**config.mk**
```make
export PLATFORM = sky130hd
export DESIGN_NAME = angular_flux_moment_accumulator_top
export DESIGN_NICKNAME = d
export VERILOG_FILES = /design/src/afma_pkg.sv /design/src/afma_csr.sv /design/src/afma_mul.sv /design/src/afma_seq.sv /design/src/afma_datapath.sv /design/src/angular_flux_moment_accumulator_top.sv
export SDC_FILE = /design/constraint.sdc
export NUM_CORES = 2
export LEC_CHECK = 0
export BUFFER_PORTS_ARGS = -buffer_cell sky130_fd_sc_hd__clkbuf_2
export CAP_MARGIN = 20
export CELL_PAD_IN_SITES_DETAIL_PLACEMENT = 1
export CELL_PAD_IN_SITES_GLOBAL_PLACEMENT = 2
export CORE_ASPECT_RATIO = 1.1
export CORE_MARGIN = 8
export CORE_UTILIZATION = 38
export CTS_BUF_LIST = sky130_fd_sc_hd__clkbuf_16
export DETAILED_ROUTE_END_ITERATION = 10
export PLACE_DENSITY = 0.77
export REMOVE_ABC_BUFFERS = 1
export SYNTH_ARGS = -nofsm -noshare
export SYNTH_HDL_FRONTEND = slang
export SYNTH_HIERARCHICAL = 1
export SYNTH_SLANG_ARGS = --single-unit
export TNS_END_PERCENT = 1
```
**constraint.sdc**
```tcl
create_clock -name clock -period 9.6 [get_ports clock]
set_clock_uncertainty 0.1 [all_clocks]
set_input_delay 0.96 -clock clock [delete_from_list [all_inputs] [get_ports clock]]
set_output_delay 0.96 -clock clock [all_outputs]
set_load 0.03 [all_outputs]
```
**src/afma_pkg.sv**
```systemverilog
// types, constants and codes shared by the angular flux moment accumulator
// no dependencies, compiled first

package afma_pkg;

   localparam int DIMENSIONS_DEFAULT = 3;

   localparam int IDX_W      = 2;
   localparam int CSR_ADDR_W = 5;
   localparam int CSR_DATA_W = 32;

   localparam int A_W    = 37;
   localparam int B_W    = 33;
   localparam int P_W    = A_W + B_W;
   localparam int WF_W   = 37;
   localparam int DOT_W  = 34;
   localparam int LEN_W  = 32;
   localparam int RDOT_W = 20;
   localparam int L_W    = 18;
   localparam int C_W    = 32;
   localparam int TERM_W = 50;
   localparam int ACC_W  = 48;
   localparam int SUM_W  = TERM_W + 1;

   localparam logic [2:0] REG_MODE     = 3'd0;
   localparam logic [2:0] REG_NORMAL_X = 3'd1;
   localparam logic [2:0] REG_NORMAL_Y = 3'd2;
   localparam logic [2:0] REG_NORMAL_Z = 3'd3;
   localparam logic [2:0] REG_INV_XS   = 3'd4;

   localparam logic [1:0] MODE_NET     = 2'd0;
   localparam logic [1:0] MODE_DIR_CUR = 2'd1;
   localparam logic [1:0] MODE_DIR_FLX = 2'd2;
   localparam logic [1:0] MODE_EDD     = 2'd3;

   localparam logic signed [P_W-1:0] HALF12 = P_W'(2048);
   localparam logic signed [P_W-1:0] HALF14 = P_W'(8192);
   localparam logic signed [P_W-1:0] HALF16 = P_W'(32768);
   localparam logic signed [P_W-1:0] HALF26 = P_W'(33554432);

   localparam logic signed [SUM_W-1:0] ACC_MAX = SUM_W'(64'sd140737488355327);
   localparam logic signed [SUM_W-1:0] ACC_MIN = -ACC_MAX - SUM_W'(1);

   typedef struct packed {
      logic        [15:0] weight;
      logic signed [15:0] dir_x;
      logic signed [15:0] dir_y;
      logic signed [15:0] dir_z;
      logic signed [31:0] flux_value;
      logic signed [31:0] grad_x;
      logic signed [31:0] grad_y;
      logic signed [31:0] grad_z;
      logic               last_point;
   } req_type;

   typedef struct packed {
      logic signed [47:0] sum_x;
      logic signed [47:0] sum_y;
      logic signed [47:0] sum_z;
      logic               overflowed;
   } rsp_type;

   typedef struct packed {
      logic        [1:0]  moment_mode;
      logic signed [15:0] normal_x;
      logic signed [15:0] normal_y;
      logic signed [15:0] normal_z;
      logic        [23:0] inv_total_xs;
   } cfg_type;

   typedef enum logic [3:0] {
      OP_NONE,
      OP_WF,
      OP_DOT,
      OP_LEN,
      OP_RDOT,
      OP_FLUX,
      OP_WL,
      OP_C,
      OP_NET,
      OP_EDD
   } op_type;

   typedef enum logic [3:0] {
      ST_IDLE,
      ST_WF,
      ST_VEC,
      ST_WAIT,
      ST_SCALE,
      ST_CHAIN,
      ST_CWAIT,
      ST_TERM,
      ST_DRAIN,
      ST_DONE
   } state_type;

   typedef struct packed {
      op_type           op;
      logic [IDX_W-1:0] idx;
      logic             rsp_load;
      logic             acc_clear;
   } seq_ctrl_type;

endpackage

```
**src/afma_csr.sv**
```systemverilog
// apb register file: moment mode, surface normal, reciprocal cross section
// depends on afma_pkg

module afma_csr (
   input  logic                             clock,
   input  logic                             reset,
   input  logic                             psel,
   input  logic                             penable,
   input  logic                             pwrite,
   input  logic [afma_pkg::CSR_ADDR_W-1:0]  paddr,
   input  logic [afma_pkg::CSR_DATA_W-1:0]  pwdata,
   output logic [afma_pkg::CSR_DATA_W-1:0]  prdata,
   output logic                             pready,
   output afma_pkg::cfg_type                cfg
);
   import afma_pkg::*;

   cfg_type    cfg_ff;
   cfg_type    cfg_in;
   logic [2:0] reg_idx;
   logic       wr_en;

   assign reg_idx = paddr[4:2];
   assign wr_en   = psel && penable && pwrite;
   assign pready  = 1'b1;
   assign cfg     = cfg_ff;

   always_comb begin
      cfg_in = cfg_ff;
      if (wr_en) begin
         case (reg_idx)
            REG_MODE:     cfg_in.moment_mode  = pwdata[1:0];
            REG_NORMAL_X: cfg_in.normal_x     = pwdata[15:0];
            REG_NORMAL_Y: cfg_in.normal_y     = pwdata[15:0];
            REG_NORMAL_Z: cfg_in.normal_z     = pwdata[15:0];
            REG_INV_XS:   cfg_in.inv_total_xs = pwdata[23:0];
            default: begin
            end
         endcase
      end
   end

   always_comb begin
      case (reg_idx)
         REG_MODE:     prdata = {30'd0, cfg_ff.moment_mode};
         REG_NORMAL_X: prdata = {16'd0, cfg_ff.normal_x};
         REG_NORMAL_Y: prdata = {16'd0, cfg_ff.normal_y};
         REG_NORMAL_Z: prdata = {16'd0, cfg_ff.normal_z};
         REG_INV_XS:   prdata = {8'd0, cfg_ff.inv_total_xs};
         default:      prdata = '0;
      endcase
   end

   always_ff @(posedge clock) begin
      if (reset) begin
         cfg_ff.moment_mode  <= MODE_NET;
         cfg_ff.normal_x     <= 16'sd16384;
         cfg_ff.normal_y     <= 16'sd0;
         cfg_ff.normal_z     <= 16'sd0;
         cfg_ff.inv_total_xs <= 24'd65536;
      end else begin
         cfg_ff <= cfg_in;
      end
   end

endmodule

```
**src/afma_mul.sv**
```systemverilog
// shared signed multiplier with registered product
// depends on afma_pkg

module afma_mul (
   input  logic                               clock,
   input  logic signed [afma_pkg::A_W-1:0]    mul_a,
   input  logic signed [afma_pkg::B_W-1:0]    mul_b,
   output logic signed [afma_pkg::P_W-1:0]    prod
);
   import afma_pkg::*;

   logic signed [P_W-1:0] prod_ff;
   logic signed [P_W-1:0] prod_in;

   assign prod_in = P_W'(mul_a) * P_W'(mul_b);
   assign prod    = prod_ff;

   always_ff @(posedge clock) begin
      prod_ff <= prod_in;
   end

endmodule

```
**src/afma_seq.sv**
```systemverilog
// sequencer: issues at most one multiplier operation per cycle for each quadrature point
// depends on afma_pkg

module afma_seq #(
   parameter int DIMENSIONS = afma_pkg::DIMENSIONS_DEFAULT
) (
   input  logic                   clock,
   input  logic                   reset,
   input  logic                   start,
   input  logic [1:0]             mode,
   input  logic                   last_point,
   input  logic                   rsp_free,
   output logic                   req_ready,
   output afma_pkg::seq_ctrl_type ctrl
);
   import afma_pkg::*;

   state_type        state_ff;
   state_type        state_in;
   logic [IDX_W-1:0] idx_ff;
   logic [IDX_W-1:0] idx_in;
   logic             idx_last;

   assign idx_last = (idx_ff == IDX_W'(DIMENSIONS - 1));

   always_comb begin
      state_in       = state_ff;
      idx_in         = idx_ff;
      req_ready      = 1'b0;
      ctrl.op        = OP_NONE;
      ctrl.idx       = '0;
      ctrl.rsp_load  = 1'b0;
      ctrl.acc_clear = 1'b0;
      case (state_ff)
         ST_IDLE: begin
            req_ready = 1'b1;
            if (start) begin
               state_in = ST_WF;
            end
         end
         ST_WF: begin
            ctrl.op = OP_WF;
            idx_in  = '0;
            state_in = (mode == MODE_NET) ? ST_WAIT : ST_VEC;
         end
         ST_VEC: begin
            ctrl.op  = (mode == MODE_EDD) ? OP_LEN : OP_DOT;
            ctrl.idx = idx_ff;
            if (idx_last) begin
               state_in = ST_WAIT;
            end else begin
               idx_in = idx_ff + IDX_W'(1);
            end
         end
         ST_WAIT: begin
            idx_in   = '0;
            state_in = (mode == MODE_NET) ? ST_TERM : ST_SCALE;
         end
         ST_SCALE: begin
            case (mode)
               MODE_DIR_CUR: ctrl.op = OP_RDOT;
               MODE_DIR_FLX: ctrl.op = OP_FLUX;
               MODE_EDD:     ctrl.op = OP_WL;
               default:      ctrl.op = OP_NONE;
            endcase
            state_in = (mode == MODE_EDD) ? ST_CHAIN : ST_DRAIN;
         end
         ST_CHAIN: begin
            ctrl.op  = OP_C;
            state_in = ST_CWAIT;
         end
         ST_CWAIT: begin
            idx_in   = '0;
            state_in = ST_TERM;
         end
         ST_TERM: begin
            ctrl.op  = (mode == MODE_NET) ? OP_NET : OP_EDD;
            ctrl.idx = idx_ff;
            if (idx_last) begin
               state_in = ST_DRAIN;
            end else begin
               idx_in = idx_ff + IDX_W'(1);
            end
         end
         ST_DRAIN: begin
            state_in = ST_DONE;
         end
         ST_DONE: begin
            if (!last_point) begin
               state_in = ST_IDLE;
            end else if (rsp_free) begin
               ctrl.rsp_load  = 1'b1;
               ctrl.acc_clear = 1'b1;
               state_in       = ST_IDLE;
            end
         end
         default: begin
            state_in = ST_IDLE;
         end
      endcase
   end

   always_ff @(posedge clock) begin
      if (reset) begin
         state_ff <= ST_IDLE;
         idx_ff   <= '0;
      end else begin
         state_ff <= state_in;
         idx_ff   <= idx_in;
      end
   end

endmodule

```
**src/afma_datapath.sv**
```systemverilog
// operand selection, shared multiplier, rounding and saturating accumulators
// depends on afma_pkg and afma_mul

module afma_datapath #(
   parameter int DIMENSIONS = afma_pkg::DIMENSIONS_DEFAULT
) (
   input  logic                   clock,
   input  logic                   reset,
   input  afma_pkg::cfg_type      cfg,
   input  afma_pkg::req_type      item,
   input  afma_pkg::seq_ctrl_type ctrl,
   output afma_pkg::rsp_type      acc_sum
);
   import afma_pkg::*;

   logic signed [A_W-1:0]    mul_a;
   logic signed [B_W-1:0]    mul_b;
   logic signed [P_W-1:0]    prod;

   op_type                   op_ff;
   logic [IDX_W-1:0]         idx_ff;

   logic signed [WF_W-1:0]   wf_ff;
   logic signed [WF_W-1:0]   wf_in;
   logic signed [DOT_W-1:0]  dot_ff;
   logic signed [DOT_W-1:0]  dot_in;
   logic [LEN_W-1:0]         len2_ff;
   logic [LEN_W-1:0]         len2_in;
   logic [C_W-1:0]           c_ff;
   logic [C_W-1:0]           c_in;

   logic signed [ACC_W-1:0]  acc_ff [3];
   logic                     sat_ff;

   logic signed [15:0]       dir_sel;
   logic signed [15:0]       nrm_sel;
   logic signed [31:0]       grad_sel;
   logic signed [DOT_W-1:0]  dot_rnd;
   logic [LEN_W-1:0]         len_rnd;
   logic signed [P_W-1:0]    r12;
   logic signed [P_W-1:0]    r14;
   logic signed [P_W-1:0]    r16;
   logic signed [P_W-1:0]    r26;

   logic                     add_en;
   logic signed [TERM_W-1:0] term;
   logic signed [ACC_W-1:0]  acc_cur;
   logic signed [SUM_W-1:0]  sum;
   logic signed [ACC_W-1:0]  acc_new;
   logic                     sat_hit;

   always_comb begin
      case (ctrl.idx)
         2'd1: begin
            dir_sel  = item.dir_y;
            nrm_sel  = cfg.normal_y;
            grad_sel = item.grad_y;
         end
         2'd2: begin
            dir_sel  = item.dir_z;
            nrm_sel  = cfg.normal_z;
            grad_sel = item.grad_z;
         end
         default: begin
            dir_sel  = item.dir_x;
            nrm_sel  = cfg.normal_x;
            grad_sel = item.grad_x;
         end
      endcase
   end

   assign dot_rnd = dot_ff + DOT_W'(8192);
   assign len_rnd = len2_ff + LEN_W'(8192);

   always_comb begin
      mul_a = '0;
      mul_b = '0;
      case (ctrl.op)
         OP_WF: begin
            mul_a = {{(A_W-16){1'b0}}, item.weight};
            mul_b = {{(B_W-32){item.flux_value[31]}}, item.flux_value};
         end
         OP_DOT: begin
            mul_a = {{(A_W-16){dir_sel[15]}}, dir_sel};
            mul_b = {{(B_W-16){nrm_sel[15]}}, nrm_sel};
         end
         OP_LEN: begin
            mul_a = {{(A_W-16){dir_sel[15]}}, dir_sel};
            mul_b = {{(B_W-16){dir_sel[15]}}, dir_sel};
         end
         OP_RDOT: begin
            mul_a = wf_ff;
            mul_b = {{(B_W-RDOT_W){dot_rnd[DOT_W-1]}}, dot_rnd[14 +: RDOT_W]};
         end
         OP_WL: begin
            mul_a = {{(A_W-16){1'b0}}, item.weight};
            mul_b = {{(B_W-L_W){1'b0}}, len_rnd[14 +: L_W]};
         end
         OP_C: begin
            mul_a = prod[A_W-1:0];
            mul_b = {{(B_W-24){1'b0}}, cfg.inv_total_xs};
         end
         OP_NET: begin
            mul_a = wf_ff;
            mul_b = {{(B_W-16){dir_sel[15]}}, dir_sel};
         end
         OP_EDD: begin
            mul_a = {{(A_W-C_W){1'b0}}, c_ff};
            mul_b = {{(B_W-32){grad_sel[31]}}, grad_sel};
         end
         default: begin
         end
      endcase
   end

   afma_mul u_mul (
      .clock (clock),
      .mul_a (mul_a),
      .mul_b (mul_b),
      .prod  (prod)
   );

   assign r12 = prod + HALF12;
   assign r14 = prod + HALF14;
   assign r16 = prod + HALF16;
   assign r26 = prod + HALF26;

   always_comb begin
      wf_in   = wf_ff;
      dot_in  = dot_ff;
      len2_in = len2_ff;
      c_in    = c_ff;
      add_en  = 1'b0;
      term    = '0;
      case (op_ff)
         OP_WF: wf_in = r12[12 +: WF_W];
         OP_DOT: begin
            if (idx_ff == '0) begin
               dot_in = {{(DOT_W-32){prod[31]}}, prod[31:0]};
            end else begin
               dot_in = dot_ff + {{(DOT_W-32){prod[31]}}, prod[31:0]};
            end
         end
         OP_LEN: begin
            if (idx_ff == '0) begin
               len2_in = prod[LEN_W-1:0];
            end else begin
               len2_in = len2_ff + prod[LEN_W-1:0];
            end
         end
         OP_RDOT: begin
            add_en = !dot_ff[DOT_W-1];
            term   = r14[14 +: TERM_W];
         end
         OP_FLUX: begin
            add_en = !dot_ff[DOT_W-1];
            term   = {{(TERM_W-WF_W){wf_ff[WF_W-1]}}, wf_ff};
         end
         OP_C: c_in = r26[26 +: C_W];
         OP_NET: begin
            add_en = 1'b1;
            term   = r14[14 +: TERM_W];
         end
         OP_EDD: begin
            add_en = 1'b1;
            term   = r16[16 +: TERM_W];
         end
         default: begin
         end
      endcase
   end

   assign acc_cur = acc_ff[idx_ff];
   assign sum     = {{(SUM_W-ACC_W){acc_cur[ACC_W-1]}}, acc_cur} +
                    {term[TERM_W-1], term};

   always_comb begin
      sat_hit = 1'b0;
      acc_new = sum[ACC_W-1:0];
      if (sum > ACC_MAX) begin
         acc_new = ACC_MAX[ACC_W-1:0];
         sat_hit = 1'b1;
      end else if (sum < ACC_MIN) begin
         acc_new = ACC_MIN[ACC_W-1:0];
         sat_hit = 1'b1;
      end
   end

   always_ff @(posedge clock) begin
      if (reset) begin
         op_ff  <= OP_NONE;
         idx_ff <= '0;
      end else begin
         op_ff  <= ctrl.op;
         idx_ff <= ctrl.idx;
      end
   end

   always_ff @(posedge clock) begin
      wf_ff   <= wf_in;
      dot_ff  <= dot_in;
      len2_ff <= len2_in;
      c_ff    <= c_in;
   end

   always_ff @(posedge clock) begin
      if (reset || ctrl.acc_clear) begin
         acc_ff[0] <= '0;
         acc_ff[1] <= '0;
         acc_ff[2] <= '0;
         sat_ff    <= 1'b0;
      end else if (add_en) begin
         acc_ff[idx_ff] <= acc_new;
         sat_ff         <= sat_ff | sat_hit;
      end
   end

   assign acc_sum.sum_x      = acc_ff[0];
   assign acc_sum.sum_y      = acc_ff[1];
   assign acc_sum.sum_z      = acc_ff[2];
   assign acc_sum.overflowed = sat_ff;

   // accumulators and flag are empty right after a result is taken
   a_clear_empties: assert property (@(posedge clock) disable iff (reset)
      ctrl.acc_clear |=> (acc_ff[0] == '0 && acc_ff[1] == '0 &&
                          acc_ff[2] == '0 && !sat_ff))
      else $error("accumulators not cleared after result");

   // vector terms only land in components that exist
   a_term_in_range: assert property (@(posedge clock) disable iff (reset)
      (op_ff == OP_NET || op_ff == OP_EDD) |-> (idx_ff < IDX_W'(DIMENSIONS)))
      else $error("vector term beyond configured dimensions");

   // a clear never coincides with a term being added
   a_no_add_on_clear: assert property (@(posedge clock) disable iff (reset)
      ctrl.acc_clear |-> !add_en)
      else $error("term dropped by accumulator clear");

endmodule

```
**src/angular_flux_moment_accumulator_top.sv**
```systemverilog
// angular flux moment accumulator: one quadrature point per transaction
// one shared multiplier serves all modes
// next point taken once the sequencer is back in idle; a last point waits on an unread result
// result shown when the last point ends
// synchronous reset clears sequencer, accumulators, result valid and registers to defaults
// depends on afma_pkg, afma_csr, afma_seq, afma_datapath, afma_mul

module angular_flux_moment_accumulator_top #(
   parameter int DIMENSIONS = afma_pkg::DIMENSIONS_DEFAULT
) (
   input  logic                             clock,
   input  logic                             reset,
   input  logic                             req_valid,
   output logic                             req_ready,
   input  afma_pkg::req_type                req_data,
   output logic                             rsp_valid,
   input  logic                             rsp_ready,
   output afma_pkg::rsp_type                rsp_data,
   input  logic                             psel,
   input  logic                             penable,
   input  logic                             pwrite,
   input  logic [afma_pkg::CSR_ADDR_W-1:0]  paddr,
   input  logic [afma_pkg::CSR_DATA_W-1:0]  pwdata,
   output logic [afma_pkg::CSR_DATA_W-1:0]  prdata,
   output logic                             pready
);
   import afma_pkg::*;

   cfg_type      cfg;
   seq_ctrl_type ctrl;
   rsp_type      acc_sum;
   req_type      item_ff;
   rsp_type      rsp_ff;
   rsp_type      rsp_in;
   logic         rsp_valid_ff;
   logic         rsp_valid_in;
   logic         rsp_free;
   logic         start;
   logic         scalar;

   assign start    = req_valid && req_ready;
   assign rsp_free = !rsp_valid_ff || rsp_ready;

   afma_csr u_csr (
      .clock   (clock),
      .reset   (reset),
      .psel    (psel),
      .penable (penable),
      .pwrite  (pwrite),
      .paddr   (paddr),
      .pwdata  (pwdata),
      .prdata  (prdata),
      .pready  (pready),
      .cfg     (cfg)
   );

   afma_seq #(
      .DIMENSIONS (DIMENSIONS)
   ) u_seq (
      .clock      (clock),
      .reset      (reset),
      .start      (start),
      .mode       (cfg.moment_mode),
      .last_point (item_ff.last_point),
      .rsp_free   (rsp_free),
      .req_ready  (req_ready),
      .ctrl       (ctrl)
   );

   afma_datapath #(
      .DIMENSIONS (DIMENSIONS)
   ) u_datapath (
      .clock   (clock),
      .reset   (reset),
      .cfg     (cfg),
      .item    (item_ff),
      .ctrl    (ctrl),
      .acc_sum (acc_sum)
   );

   assign scalar = (cfg.moment_mode == MODE_DIR_CUR) || (cfg.moment_mode == MODE_DIR_FLX);

   always_comb begin
      rsp_in = rsp_ff;
      rsp_valid_in = rsp_valid_ff && !rsp_ready;
      if (ctrl.rsp_load) begin
         rsp_in.sum_x      = acc_sum.sum_x;
         rsp_in.sum_y      = scalar ? '0 : acc_sum.sum_y;
         rsp_in.sum_z      = scalar ? '0 : acc_sum.sum_z;
         rsp_in.overflowed = acc_sum.overflowed;
         rsp_valid_in      = 1'b1;
      end
   end

   always_ff @(posedge clock) begin
      if (start) begin
         item_ff <= req_data;
      end
      rsp_ff <= rsp_in;
   end

   always_ff @(posedge clock) begin
      if (reset) begin
         rsp_valid_ff <= 1'b0;
      end else begin
         rsp_valid_ff <= rsp_valid_in;
      end
   end

   assign rsp_valid = rsp_valid_ff;
   assign rsp_data  = rsp_ff;

   // busy for the whole point once a transaction is taken
   a_busy_after_accept: assert property (@(posedge clock) disable iff (reset)
      start |=> !req_ready)
      else $error("accepted a transaction while busy");

   // a new result never overwrites one still waiting
   a_no_overwrite: assert property (@(posedge clock) disable iff (reset)
      ctrl.rsp_load |-> rsp_free)
      else $error("pending result overwritten");

endmodule

```
# Word-level counts from Yosys, hierarchy flattened
# Memory sizes are Yosys's and may differ from the RTL's. A register that Yosys moved wholly into a read port is not among the register bits.
# Index checks and enable logic that the tools add are counted.
# word_totals
regBits,483
ramBits,144
inputBits,237
output_inout_bits,180
word_cells,157
memories,1
# mem_list
name,depth,width,read_ports,rd_clocked_by_memory_dff,wr,line_no,text
u_datapath.acc_ff,3,48,4,4,3,afma_datapath.sv:32,logic signed [ACC_W-1:0] acc_ff [3];
# op_classes
n_addsub,10
n_mul,1
n_lt_le_gt_ge,2
eq_ne,40
n_mux,44
bitwise_logic,1
n_reduce_logical,32
# op_table
operator,count
case mux 33 bit (7 select lines),1
case mux 37 bit (5 select lines),1
case mux 50 bit (3 select lines),1
2-to-1 mux 48 bit,3
case mux 24 bit (5 select lines),1
"adder 66 x 17 -> 66 bit, second input constant",1
multiplier 37 x 33 -> 66 bit,1
"adder 64 x 15 -> 64 bit, second input constant",1
case mux 16 bit (2 select lines),2
case mux 32 bit (2 select lines),1
"adder 58 x 27 -> 58 bit, second input constant",1
adder 48 x 50 -> 51 bit,1
"greater-than comparator 51 x 48 -> 1 bit, second input constant",1
"< comparator 51 x 48 -> 1 bit, second input constant",1
"adder 49 x 13 -> 49 bit, second input constant",1
OR reduction 48 bit,1
"== test 4 x 3 -> 1 bit, second input constant",10
case mux 4 bit (10 select lines),1
"adder 34 x 15 -> 34 bit, second input constant",1
adder 34 bit,1
2-to-1 mux 34 bit,1
"adder 32 x 14 -> 32 bit, second input constant",1
adder 32 bit,1
2-to-1 mux 32 bit,1
other kinds (31),94

# Longest topological paths before layout
# logic_depth
word_depth,10
depth_mapped,46
depth_no_buf,38

# Cells and area by module
# Netlist, hierarchy kept.
# modules_own_cells
mod,n_inst,cells_each,area_each_um2,seq_area_each_um2
afma_mul,1,4747,44341.3,1401.3
afma_datapath,1,2836,26669.3,9959.6
angular_flux_moment_accumulator_top,1,450,10882.9,10169.8
afma_csr,1,377,3702.3,1481.4
afma_seq,1,75,570.5,120.1

# Worst setup path before layout
# No wires, ideal clock.
# synth_timing
path_kind,register to register
startpoint,register u_seq.state_ff[2]
endpoint,register u_datapath/u_mul/prod[67] (netlist name)
setup_ns,0.072
arrival_time_ns,10.014
required_ns,9.428
path_slack_ns,-0.586
path_stages_with_launch,38
n_path_buf,6
synth_period_minus_slack_ns,10.186
cell_sequence,dfxtp_1 > buf_2 > buf_2 > and3b_1 > o21bai_1 > a31oi_1 > clkbuf_1 > nand2b_1 > nor3_1 > clkbuf_1 > clkbuf_1 > a222oi_1 > nand3_1 > clkbuf_1 > nand2_1 > inv_1 > fa_1 > fa_1 > (+2 left out) > fa_1 > inv_1 > fa_1 > fa_1 > fa_1 > inv_1 > fa_1 > inv_1 > ha_1 > a21oi_1 > o21bai_1 > a21o_1 > a21o_1 > a21o_1 > a211o_1 > a21o_2 > a31oi_1 > xnor2_1
# synth_rtl
item,line_no,text
start: declaration,afma_seq.sv:18,state_type state_ff;
start signal: assignment,afma_seq.sv:108,state_ff <= state_in;

==> impl_metrics.toml <==
[critical_path]
worst_r2r_endpoint = "u_datapath/u_mul/prod[64]"
worstSetupStartpointType = "flop"
critPathCapture = "u_datapath/u_mul/prod[64]"
required_ns = 10.14
path_class = "reg -> reg"
cpPeakStageDelay_ns = 0.80
setup.worst_path.start = "u_seq/state_ff[0]"
arrival_ns = 10.58
endpoint_kind = "flop"
worst-path-max-fanout = 12
timing.rr.start = "u_seq/state_ff[0]"
reg2regPathDepth = 38
r2r_slack_ns = -0.44
slowest_stage = "a222oi_1"

[run_status]
violations = "negative setup slack"
status = "complete, but fails checks"

[finish]
seq_area_um2 = 23100
drive_above_1_share_pct = 17.3
nNetsFinal = 10833
area_growth_pct = 16.1
multi_input_area_um2 = 55600
final_cells = 12035
fill_cells = 24921
fin_area_um2 = 98400

[sta]
slew_headroom_pct = 22.6
rsz0062_at_grt = "true"
fmaxAchievable_mhz = 99.6
setup_viol = 27
report.final.slew_viol_count = 0
fin_crit_sh_pct = 105
hold_viol_final = 0
fin_ws_ns = -0.436
timing.hold.ws_ns = 0.316
final_period_minus_worst_setup_slack_ns = 10.04
worstMarginPinSlew_ns = 1.16

[drt]
met3_length_um = 11400
dr.pass1.iters = 9
met1_length_um = 110000
initialDrtViolationCount = 3688
antenna_left = 0
num_vias = 64090
drt-total-wl_um = 288000
post_drt_via_cell_ratio = 5.33
wl_met2_um = 151000
wl_per_cell_um = 23.9
drc = 0
dr.max_layer_used = "met5"

[synthesis]
syn_inst = 8337
avgSynthCellArea_um2 = 10.2
syn_area_um2 = 84800
yosysWarnings = 6

[die]
die_width_um = 466
die_h_um = 511
die_area_um2 = 238000
coreArea_um2 = 223000
ioPinCount = 417
start_util_pct = 38.1
std_cell_rows = 182

[global_routing]
grt_pass1_wl_um = 440000
antenna_found_initial = 12
grt_overflow = 0
grt_usage_pct = 23.8
grt_max_degree = 171
grt_pass1_vias = 71976

[power]
power_density_nw_per_um2 = 242
leakage_uw = 0.0447
ir_drop_mv = 0.221
finalPower_uw = 23800

[clocking]
clk_path_buf_depth = 3
cts.clk_slew.worst_paths_ns = 0.07
cts_tree = "yes"
cts_sinks = 819
root_buffer = "clkbuf_16"
worstSkewPairLatency_ns = 0.74
cts_inserted_buffers = 86
htree_levels = 3

[placement]
place_congestion = 0.923
port_buffers = 397
dpl_cell_area_um2 = 94600
dpl.hpwl_um = 232000
dp.cells = 11850

[flow_run]
cap_violations = 0

[hold_path]
worst_hold_path_type = "in -> reg"
final cells by class:
cell class                 count  share of cell area (%)
clock inverter                70                   0.567
timing repair buffer        1132                    8.65
tap                         2944                    3.74
sequential                   819                    23.4
inverter                    1263                    4.82
antenna                        5                  0.0127
multi-input combinational   5714                    56.5
clock buffer                  88                    2.24
registers in the layout, summed over array words and instances, names as in the netlist, 2 cells and up:
signal                 cells
item_ff                  193
u_datapath/acc_ff        192
rsp_data                 145
u_csr/cfg                 74
u_datapath/u_mul/prod     66
u_datapath/wf_ff          37
u_datapath/dot_ff         34
u_datapath/c_ff           32
u_datapath/len2_ff        32
u_datapath/op_ff           4
u_seq/state_ff             4
u_datapath/idx_ff          2
u_seq/idx_ff               2
critical path, delay by kind of cell (launching register included):
family	cells	cell delay [ns]
AO/OA/AOI/OAI	11	2.39
XOR/XNOR	1	0.21
adder cells (fa/ha/maj)	9	4.38
buffers and inverters	12	1.53
flip-flops	1	0.38
AND/OR/NAND/NOR	5	0.97
metrics by stage:
| step | setup TNS, ns | util [%] | setup slack, ns |
|---|---|---|---|
| after floorplan | -4550.97 | - | -11.13 |
| after global placement | -12.28 | 42.5 | -0.650 |
| after detailed placement | -18.05 | 42.5 | -0.801 |
| after CTS | -4.85 | 44.0 | -0.341 |
| after global routing | -13.40 | 44.2 | -0.672 |
| final | -6.35 | 44.2 | -0.436 |
layout by cell type, fill, tap and decap left out, drive strengths merged, types with 92 or more instances in the layout:
master / instances
fa: 1240
edfxtp: 665
a21oi: 245
xor2: 130
xnor2: 162
inv: 1291
ha: 340
o31ai: 166
mux2i: 112
o21ai: 302
a22oi: 92
nand2b: 128
buf: 735
nor2: 224
clkbuf: 485
dfxtp: 154
and2: 748
nand2: 971
how the worst min path moves through the flow:
stage                                  from  cells after the start     endpoint  slack (ns)
final                          req_data[54]                      1  item_ff[54]        0.32
after CTS                      req_data[54]                      1  item_ff[54]        0.25
after detailed placement  u_datapath/sat_ff                      0  rsp_data[0]        0.33
after global placement    u_datapath/sat_ff                      0  rsp_data[0]        0.32
after global routing           req_data[63]                      1  item_ff[63]        0.28
after floorplan           u_datapath/sat_ff                      0  rsp_data[0]        0.31
metal layers:
layer | global-route usage [%] | vias to the layer above
li1 | - | 28453
met1 | 27.8 | 33632
met2 | 43.8 | 1472
met3 | 2.54 | 525
met4 | 10.2 | 8
met5 | 0 | -
power breakdown:
group	switching, uW	total, uW	internal, uW
clock	1540	3290	1750
sequential	406	4860	4450
combinational	9090	15700	6560
total	11000	23800	12800
timing repair:
item	CTS	global route
gates cloned	2	0
setup buffers	12	6
pin swaps	74	34
hold buffers	0	0
resized for setup	127	61
endpoints found under the setup margin	40	39
Power figures use the tool's default switching activity.
